$ cat config.mk
export PLATFORM = sky130hd
export DESIGN_NAME = utf8_byte_decoder_flat
export DESIGN_NICKNAME = d
export VERILOG_FILES = /design/src/design/utfd_pkg.sv /design/src/design/utfd_stream_if.sv /design/src/design/utfd_step.sv /design/src/design/utf8_byte_decoder.sv /design/src/flat_wrapper.sv
export SDC_FILE = /design/constraint.sdc
export NUM_CORES = 1
export LEC_CHECK = 0
export BUFFER_PORTS_ARGS = -buffer_cell sky130_fd_sc_hd__clkbuf_2
export CORE_MARGIN = 4
export CORE_UTILIZATION = 25
export CTS_BUF_LIST = sky130_fd_sc_hd__clkbuf_16
export CTS_CLUSTER_DIAMETER = 60
export DETAILED_ROUTE_END_ITERATION = 12
export SLEW_MARGIN = 15
export SYNTH_ARGS = -nofsm -noshare
export SYNTH_HDL_FRONTEND = slang
export SYNTH_HIERARCHICAL = 1
export SYNTH_SLANG_ARGS = --single-unit
$ cat constraint.sdc
create_clock -name clk -period 4.3 [get_ports clk]
set_input_delay 0.86 -clock clk [delete_from_list [all_inputs] [get_ports clk]]
set_output_delay 0.86 -clock clk [all_outputs]
set_load 0.01 [all_outputs]
$ cat src/design/utfd_pkg.sv
`timescale 1ns / 1ps
// ----------------------------------------------------------------------------
// utfd_pkg
// Types and constants shared by the UTF-8 byte decoder modules.
// ----------------------------------------------------------------------------
package utfd_pkg;

	localparam int CpWidth = 21;

	typedef enum logic [2:0] {
		ST_START  = 3'd0,
		ST_ACCEPT = 3'd1,
		ST_REJECT = 3'd2,
		ST_EXP1   = 3'd3,
		ST_EXP2   = 3'd4,
		ST_EXP3   = 3'd5
	} utfd_state_t;

	typedef enum logic {
		CMD_FEED  = 1'b0,
		CMD_RESET = 1'b1
	} utfd_cmd_t;

	localparam logic [CpWidth-1:0] REPLACEMENT_CP = 21'h00FFFD;

	localparam logic [7:0] LEAD_C0     = 8'hC0;
	localparam logic [7:0] LEAD_C1     = 8'hC1;
	localparam logic [7:0] MASK_TOP2   = 8'hC0;
	localparam logic [7:0] CONT_MARK   = 8'h80;
	localparam logic [7:0] MASK_TOP3   = 8'hE0;
	localparam logic [7:0] LEAD2_MARK  = 8'hC0;
	localparam logic [7:0] MASK_TOP4   = 8'hF0;
	localparam logic [7:0] LEAD3_MARK  = 8'hE0;
	localparam logic [7:0] MASK_TOP5   = 8'hF8;
	localparam logic [7:0] LEAD4_MARK  = 8'hF0;
	localparam logic [7:0] MASK_LEAD2  = 8'h1F;
	localparam logic [7:0] MASK_LEAD3  = 8'h0F;
	localparam logic [7:0] MASK_LEAD4  = 8'h07;
	localparam logic [7:0] MASK_CONT   = 8'h3F;

	typedef struct packed {
		logic       cmd;
		logic [7:0] byte_in;
	} utfd_in_t;

	typedef struct packed {
		logic [2:0]         parse_status;
		logic [CpWidth-1:0] code_point;
	} utfd_out_t;

	// decoder state held between items
	typedef struct packed {
		utfd_state_t        parse_state;
		logic [CpWidth-1:0] partial_code;
	} utfd_ctx_t;

endpackage

$ cat src/design/utfd_stream_if.sv
`timescale 1ns / 1ps
// ----------------------------------------------------------------------------
// utfd_stream_if
// Valid/ready stream channel carrying one payload item per transfer.
// ----------------------------------------------------------------------------
interface utfd_stream_if #(
	parameter type payload_t = logic [7:0]
);
	logic     valid;
	logic     ready;
	payload_t payload;

	modport source (output valid, output payload, input ready);
	modport sink (input valid, input payload, output ready);
endinterface

$ cat src/design/utfd_step.sv
`timescale 1ns / 1ps
// ----------------------------------------------------------------------------
// utfd_step
// Next-state logic of the decoder: one byte or reset command against the
// current context gives the new context and the result item.
// ----------------------------------------------------------------------------
module utfd_step
	import utfd_pkg::*;
(
	input  utfd_in_t  item,
	input  utfd_ctx_t ctx,
	output utfd_ctx_t ctx_next,
	output utfd_out_t result
);

	logic [7:0]         b;
	logic               is_cont;
	logic [CpWidth-1:0] cont_bits;
	utfd_ctx_t          nxt;

	assign b         = item.byte_in;
	assign is_cont   = (b & MASK_TOP2) == CONT_MARK;
	assign cont_bits = {{(CpWidth-6){1'b0}}, b[5:0] & MASK_CONT[5:0]};

	always_comb begin
		nxt = ctx;
		if (item.cmd == CMD_RESET) begin
			nxt.parse_state = ST_START;
		end else begin
			unique case (ctx.parse_state)
				ST_START, ST_ACCEPT, ST_REJECT: begin
					priority if (b == LEAD_C0 || b == LEAD_C1) begin
						nxt.parse_state = ST_REJECT;
					end else if (b[7] == 1'b0) begin
						nxt.partial_code = {{(CpWidth-8){1'b0}}, b};
						nxt.parse_state  = ST_ACCEPT;
					end else if (is_cont) begin
						// stray continuation byte is dropped
						nxt.parse_state = ST_START;
					end else if ((b & MASK_TOP3) == LEAD2_MARK) begin
						nxt.partial_code = {{(CpWidth-11){1'b0}}, b[4:0] & MASK_LEAD2[4:0],
							6'd0};
						nxt.parse_state  = ST_EXP1;
					end else if ((b & MASK_TOP4) == LEAD3_MARK) begin
						nxt.partial_code = {{(CpWidth-16){1'b0}}, b[3:0] & MASK_LEAD3[3:0],
							12'd0};
						nxt.parse_state  = ST_EXP2;
					end else if ((b & MASK_TOP5) == LEAD4_MARK) begin
						nxt.partial_code = {b[2:0] & MASK_LEAD4[2:0], 18'd0};
						nxt.parse_state  = ST_EXP3;
					end else begin
						nxt.parse_state = ST_REJECT;
					end
				end
				// bad continuation bytes still merge their low bits
				ST_EXP3: begin
					nxt.partial_code = ctx.partial_code | (cont_bits << 12);
					nxt.parse_state  = is_cont ? ST_EXP2 : ST_REJECT;
				end
				ST_EXP2: begin
					nxt.partial_code = ctx.partial_code | (cont_bits << 6);
					nxt.parse_state  = is_cont ? ST_EXP1 : ST_REJECT;
				end
				ST_EXP1: begin
					nxt.partial_code = ctx.partial_code | cont_bits;
					nxt.parse_state  = is_cont ? ST_ACCEPT : ST_REJECT;
				end
				default: begin
					nxt.parse_state = ST_REJECT;
				end
			endcase
		end
	end

	assign ctx_next = nxt;
	assign result   = {nxt.parse_state,
		(nxt.parse_state == ST_ACCEPT) ? nxt.partial_code : REPLACEMENT_CP};

endmodule

$ cat src/design/utf8_byte_decoder.sv
`timescale 1ns / 1ps
// ----------------------------------------------------------------------------
// utf8_byte_decoder
// Streaming UTF-8 decoder: one byte or reset command in, one status and
// code point out.
// ----------------------------------------------------------------------------
// Takes one item per cycle on byte_ch while result_ch is ready and returns
// exactly one result per item on result_ch. An input register feeds the
// next-state logic, whose output is captured in the result register while the
// parse state and partial code point update in the same edge; that state loop
// through a single register sets the rate of one byte per clock.
// The two stages stall together when a waiting result is not taken, and byte_ch still
// takes an item while a finished result waits if the input stage is empty.
// ----------------------------------------------------------------------------
module utf8_byte_decoder
	import utfd_pkg::*;
(
	input  logic          clk,
	input  logic          arst_n,
	utfd_stream_if.sink   byte_ch,
	utfd_stream_if.source result_ch
);

	logic      valid_s1;
	utfd_in_t  item_s1;
	logic      valid_s2;
	utfd_out_t result_s2;
	utfd_ctx_t ctx_q;
	utfd_ctx_t ctx_next;
	utfd_out_t result_next;
	logic      advance;
	logic      take_in;

	// stage 2 can load when empty or when its result is being taken
	assign advance = !valid_s2 || result_ch.ready;
	assign take_in = byte_ch.valid && byte_ch.ready;

	assign byte_ch.ready = !valid_s1 || advance;

	always_ff @(posedge clk or negedge arst_n) begin
		if (!arst_n) begin
			valid_s1 <= 1'b0;
		end else if (byte_ch.ready) begin
			valid_s1 <= byte_ch.valid;
		end
	end

	always_ff @(posedge clk) begin
		if (take_in) begin
			item_s1 <= byte_ch.payload;
		end
	end

	utfd_step u_step (
		.item     (item_s1),
		.ctx      (ctx_q),
		.ctx_next (ctx_next),
		.result   (result_next)
	);

	always_ff @(posedge clk or negedge arst_n) begin
		if (!arst_n) begin
			valid_s2                <= 1'b0;
			ctx_q.parse_state       <= ST_START;
			ctx_q.partial_code      <= '0;
		end else if (advance) begin
			valid_s2 <= valid_s1;
			if (valid_s1) begin
				ctx_q <= ctx_next;
			end
		end
	end

	always_ff @(posedge clk) begin
		if (advance && valid_s1) begin
			result_s2 <= result_next;
		end
	end

	assign result_ch.valid   = valid_s2;
	assign result_ch.payload = result_s2;

endmodule

$ cat src/flat_wrapper.sv
// flat-port wrapper written by rule: the top's interface ports become plain ports
module utf8_byte_decoder_flat import utfd_pkg::*;
  (clk, arst_n, byte_ch_valid, byte_ch_payload, byte_ch_ready, result_ch_valid, result_ch_payload, result_ch_ready);
  utfd_stream_if #(.payload_t(utfd_in_t)) byte_ch_i ();
  utfd_stream_if #(.payload_t(utfd_out_t)) result_ch_i ();
  input  logic clk;
  input  logic arst_n;
  input wire logic [$bits(byte_ch_i.valid)-1:0] byte_ch_valid;
  input wire logic [$bits(byte_ch_i.payload)-1:0] byte_ch_payload;
  output wire logic [$bits(byte_ch_i.ready)-1:0] byte_ch_ready;
  output wire logic [$bits(result_ch_i.valid)-1:0] result_ch_valid;
  output wire logic [$bits(result_ch_i.payload)-1:0] result_ch_payload;
  input wire logic [$bits(result_ch_i.ready)-1:0] result_ch_ready;
  assign byte_ch_i.valid = byte_ch_valid;
  assign byte_ch_i.payload = byte_ch_payload;
  assign byte_ch_ready = byte_ch_i.ready;
  assign result_ch_valid = result_ch_i.valid;
  assign result_ch_payload = result_ch_i.payload;
  assign result_ch_i.ready = result_ch_ready;
  utf8_byte_decoder u_core (.clk(clk), .arst_n(arst_n), .byte_ch(byte_ch_i), .result_ch(result_ch_i));
endmodule
==> impl_metrics.sql <==
INSERT INTO impl_metrics (metric_group, metric, value, unit) VALUES
('sta', 'final_period_minus_worst_setup_slack', '2230', 'ps'),
('worst_setup_path', 'r2r_setup_slack', '2120', 'ps'),
('cts', 'cts.sink_count', '59', ''),
('synth', 'synthArstFlopShare', '44.1', '%'),
('cells_and_area', 'layout.cell_area.non_filler', '3690', 'µm²'),
('synth', 'syn_nets', '254', ''),
('synth', 'syn_inst', '241', ''),
('cts', 'ctsResizeCount', '0', ''),
('placed_design', 'place_congestion', '0.895', ''),
('power', 'sequentialPowerShare', '42.1', '%'),
('cts', 'root_buffer', 'sky130_fd_sc_hd__clkbuf_16', ''),
('routing', 'remaining_drc_errors', '0', ''),
('cells_and_area', 'area_growth_syn_to_layout', '17.9', '%'),
('routing', 'vias', '2046', ''),
('grt', 'grt_pass1_vias', '2128', ''),
('sta', 'max_freq', '0.448', 'GHz'),
('cts', 'clockBufferDepth', '2', ''),
('sta', 'slew_headroom', '35.0', '%'),
('sta', 'setup_violations', '0', ''),
('power', 'max-vdd-ir-drop', '202', 'µV'),
('synth', 'yosysTopAreaCell', 'sky130_fd_sc_hd__edfxtp_1', ''),
('power', 'powerDensity', '492', 'nW/µm²'),
('cells_and_area', 'diodes', '0', ''),
('floorplanning', 'floorplan.core_area', '12100', 'µm²'),
('floorplanning', 'die-area', '14400', 'µm²'),
('synth', 'synth.yosys.warnings', '6', ''),
('floorplanning', 'placement_rows', '40', ''),
('power', 'comb_power_share', '17.1', '%'),
('routing', 'final_antenna_net_count', '0', ''),
('synth', 'synthesis.area_per_instance', '13.0', 'µm²'),
('grt', 'gr-usage-all-layers', '10.4', '%'),
('cts', 'cts_buffers', '9', ''),
('power', 'netSwitchingFraction', '25.6', '%'),
('synth', 'synth_ff_type', 'sky130_fd_sc_hd__edfxtp_1', ''),
('power', 'pwr-share-clk', '40.8', '%'),
('sta', 'drv_slew', '0', ''),
('placed_design', 'buffer_ports.inserted', '38', ''),
('cts', 'holdBufCountCts', '0', ''),
('synth', 'yosysMostFrequentCell', 'sky130_fd_sc_hd__edfxtp_1', ''),
('floorplanning', 'die_h', '120', 'µm'),
('routing', 'post_drt_via_cell_ratio', '4.60', ''),
('placed_design', 'detailed_place.area', '3380', 'µm²'),
('sta', 'worst_slew_pin_slew', '973', 'ps'),
('worst_setup_path', 'worst_setup_path_end_kind', 'register', ''),
('routing', 'wl', '7060', 'µm'),
('synth', 'synth_top_area_share', '31.7', '%'),
('sta', 'setup-tns-final', '0', 'ps'),
('synth', 'yosysUniqueCellTypes', '66', ''),
('min_path', 'holdCritStartpoint', 'u_core/ctx_q[19]', ''),
('grt', 'grt_overflow', '0', ''),
('power', 'total_leakage_power', '1.50', 'nW'),
('power', 'internal-power', '1.35', 'mW'),
('placed_design', 'post-dp-hpwl', '4840', 'µm'),
('sta', 'post-route-period-util', '51.9', '%'),
('cts', 'post_cts_buffers', '0', ''),
('worst_setup_path', 'setup.worst_path.class', 'input pin to register', ''),
('power', 'switching_component_of_the_power', '0.464', 'mW'),
('sta', 'final_hold_viol_count', '0', ''),
('worst_setup_path', 'req_time_crit_path', '4250', 'ps'),
('run_status', 'run_status', 'finished, final reports clean', ''),
('placed_design', 'pre_cts_ws', '1680', 'ps'),
('routing', 'drt-initial-drc-count', '138', ''),
('worst_setup_path', 'sort_of_element_at_the_start_of_the_critical_path', 'input pin', ''),
('floorplanning', 'pin_count', '39', ''),
('flow_run', 'cap_viol_max_count', '0', ''),
('grt', 'first_pass_grt_wire_length', '11500', 'µm'),
('synth', 'synth.area.top_cells', 'sky130_fd_sc_hd__edfxtp_1 32%, sky130_fd_sc_hd__dfrtp_1 21%, sky130_fd_sc_hd__mux2_4 9.1%', ''),
('cts', 'worst_setup_hold_path_clk_slew', '50', 'ps'),
('synth', 'ys_top_cells_by_count', '33 x sky130_fd_sc_hd__edfxtp_1, 26 x sky130_fd_sc_hd__dfrtp_1, 19 x sky130_fd_sc_hd__mux2_4', ''),
('worst_setup_path', 'worstPathArrival', '2180', 'ps'),
('synth', 'combined_area_of_all_synthesized_cells', '3130', 'µm²');
## layout make-up
cell class	instances	area, µm²
clock buffers	9	225
multi-input cells	160	1320
inverters	4	15.0
clock inverters	7	85.1
flip-flops and latches	59	1640
repair buffers	38	190
fillers	1274	8420
well taps	168	210
## worst max-delay path, stage by stage
cell	delay, ps
sky130_fd_sc_hd__clkbuf_2	90
sky130_fd_sc_hd__nand2b_4	130
sky130_fd_sc_hd__nand2_4	260
sky130_fd_sc_hd__inv_1	830
## cells by family after synthesis
family / count (synthesis) / synth area share (%)
simple gates: 81 / 16.6
flops: 59 / 52.5
compound gates: 54 / 14.4
mux: 25 / 11.2
buf+inv: 22 / 5.32
## through the flow
stage                     total power [mW]  utilization (%)  instances
after floorplan                       1.01                -        241
after detailed placement              1.08             27.9        429
final                                 1.81             30.4        445
after CTS                             1.84             30.4        445
after global placement                1.07             27.9        429
after global routing                  1.90             30.4        445
## routing by layer
layer | wire length, µm | track usage, % | vias to the layer above
met1 | 3380 | 13.9 | 1003
met5 | 0 | 0 | -
met3 | 405 | 4.15 | 10
met4 | 117 | 3.29 | 0
li1 | - | - | 963
met2 | 3150 | 15.5 | 70
## state kept, by name, summed over array words and instances, names as in the netlist
name                      cells
u_core/result_ch.valid        1
u_core/item_s1                9
u_core/valid_s1               1
u_core/ctx_q                 24
u_core/result_ch.payload     24
## final timing paths
check / end / cells past startpoint
min in group asynchronous: u_core/ctx_q[10] / 1
worst max-delay path: u_core/result_ch.payload[5] / 4
worst min register to register: u_core/ctx_q[19] / 1
max in group asynchronous: u_core/valid_s1 / 1
worst max register to register: u_core/ctx_q[8] / 6
worst min-delay path: u_core/ctx_q[19] / 1
## layout by cell type (no fill, tap or decap), types with 2 or more instances in the layout
| cell type | netlist | final |
|---|---|---|
| sky130_fd_sc_hd__clkbuf_2 | 0 | 38 |
| sky130_fd_sc_hd__edfxtp_1 | 33 | 33 |
| sky130_fd_sc_hd__dfrtp_1 | 26 | 26 |
| sky130_fd_sc_hd__mux2_4 | 19 | 19 |
| sky130_fd_sc_hd__nor2_1 | 17 | 17 |
| sky130_fd_sc_hd__or2_1 | 11 | 11 |
| sky130_fd_sc_hd__clkbuf_16 | 0 | 9 |
| sky130_fd_sc_hd__a21oi_1 | 9 | 9 |
| sky130_fd_sc_hd__nand2_1 | 8 | 8 |
| sky130_fd_sc_hd__nand2b_1 | 6 | 6 |
| sky130_fd_sc_hd__inv_1 | 3 | 5 |
| sky130_fd_sc_hd__mux2_2 | 5 | 5 |
| sky130_fd_sc_hd__nor3_1 | 5 | 5 |
| sky130_fd_sc_hd__a22o_1 | 5 | 5 |
| sky130_fd_sc_hd__nand3b_1 | 4 | 4 |
| sky130_fd_sc_hd__nor2b_1 | 4 | 4 |
| sky130_fd_sc_hd__nand3_1 | 4 | 4 |
| sky130_fd_sc_hd__o21ai_0 | 4 | 4 |
| sky130_fd_sc_hd__a21o_1 | 3 | 3 |
| sky130_fd_sc_hd__nor3b_1 | 3 | 3 |
| sky130_fd_sc_hd__bufinv_16 | 0 | 2 |
| sky130_fd_sc_hd__o21a_1 | 2 | 2 |
| sky130_fd_sc_hd__a22o_2 | 2 | 2 |
| sky130_fd_sc_hd__nor2b_2 | 2 | 2 |
| sky130_fd_sc_hd__a22o_4 | 2 | 2 |
| sky130_fd_sc_hd__a31oi_1 | 2 | 2 |
| sky130_fd_sc_hd__o31a_1 | 2 | 2 |
| sky130_fd_sc_hd__o311ai_1 | 2 | 2 |
| sky130_fd_sc_hd__o31ai_1 | 2 | 2 |
| sky130_fd_sc_hd__a22oi_1 | 2 | 2 |
| sky130_fd_sc_hd__a32o_1 | 2 | 2 |
## power by group through the flow
stage / clock (mW) / combinational, mW / sequential (mW)
after floorplan: 0 / 0.265 / 0.748
after global placement: 0 / 0.302 / 0.769
after detailed placement: 0 / 0.311 / 0.772
after CTS: 0.764 / 0.312 / 0.763
after global routing: 0.790 / 0.337 / 0.775
final: 0.740 / 0.309 / 0.763
No activity file was read; power rests on OpenSTA's default activity.
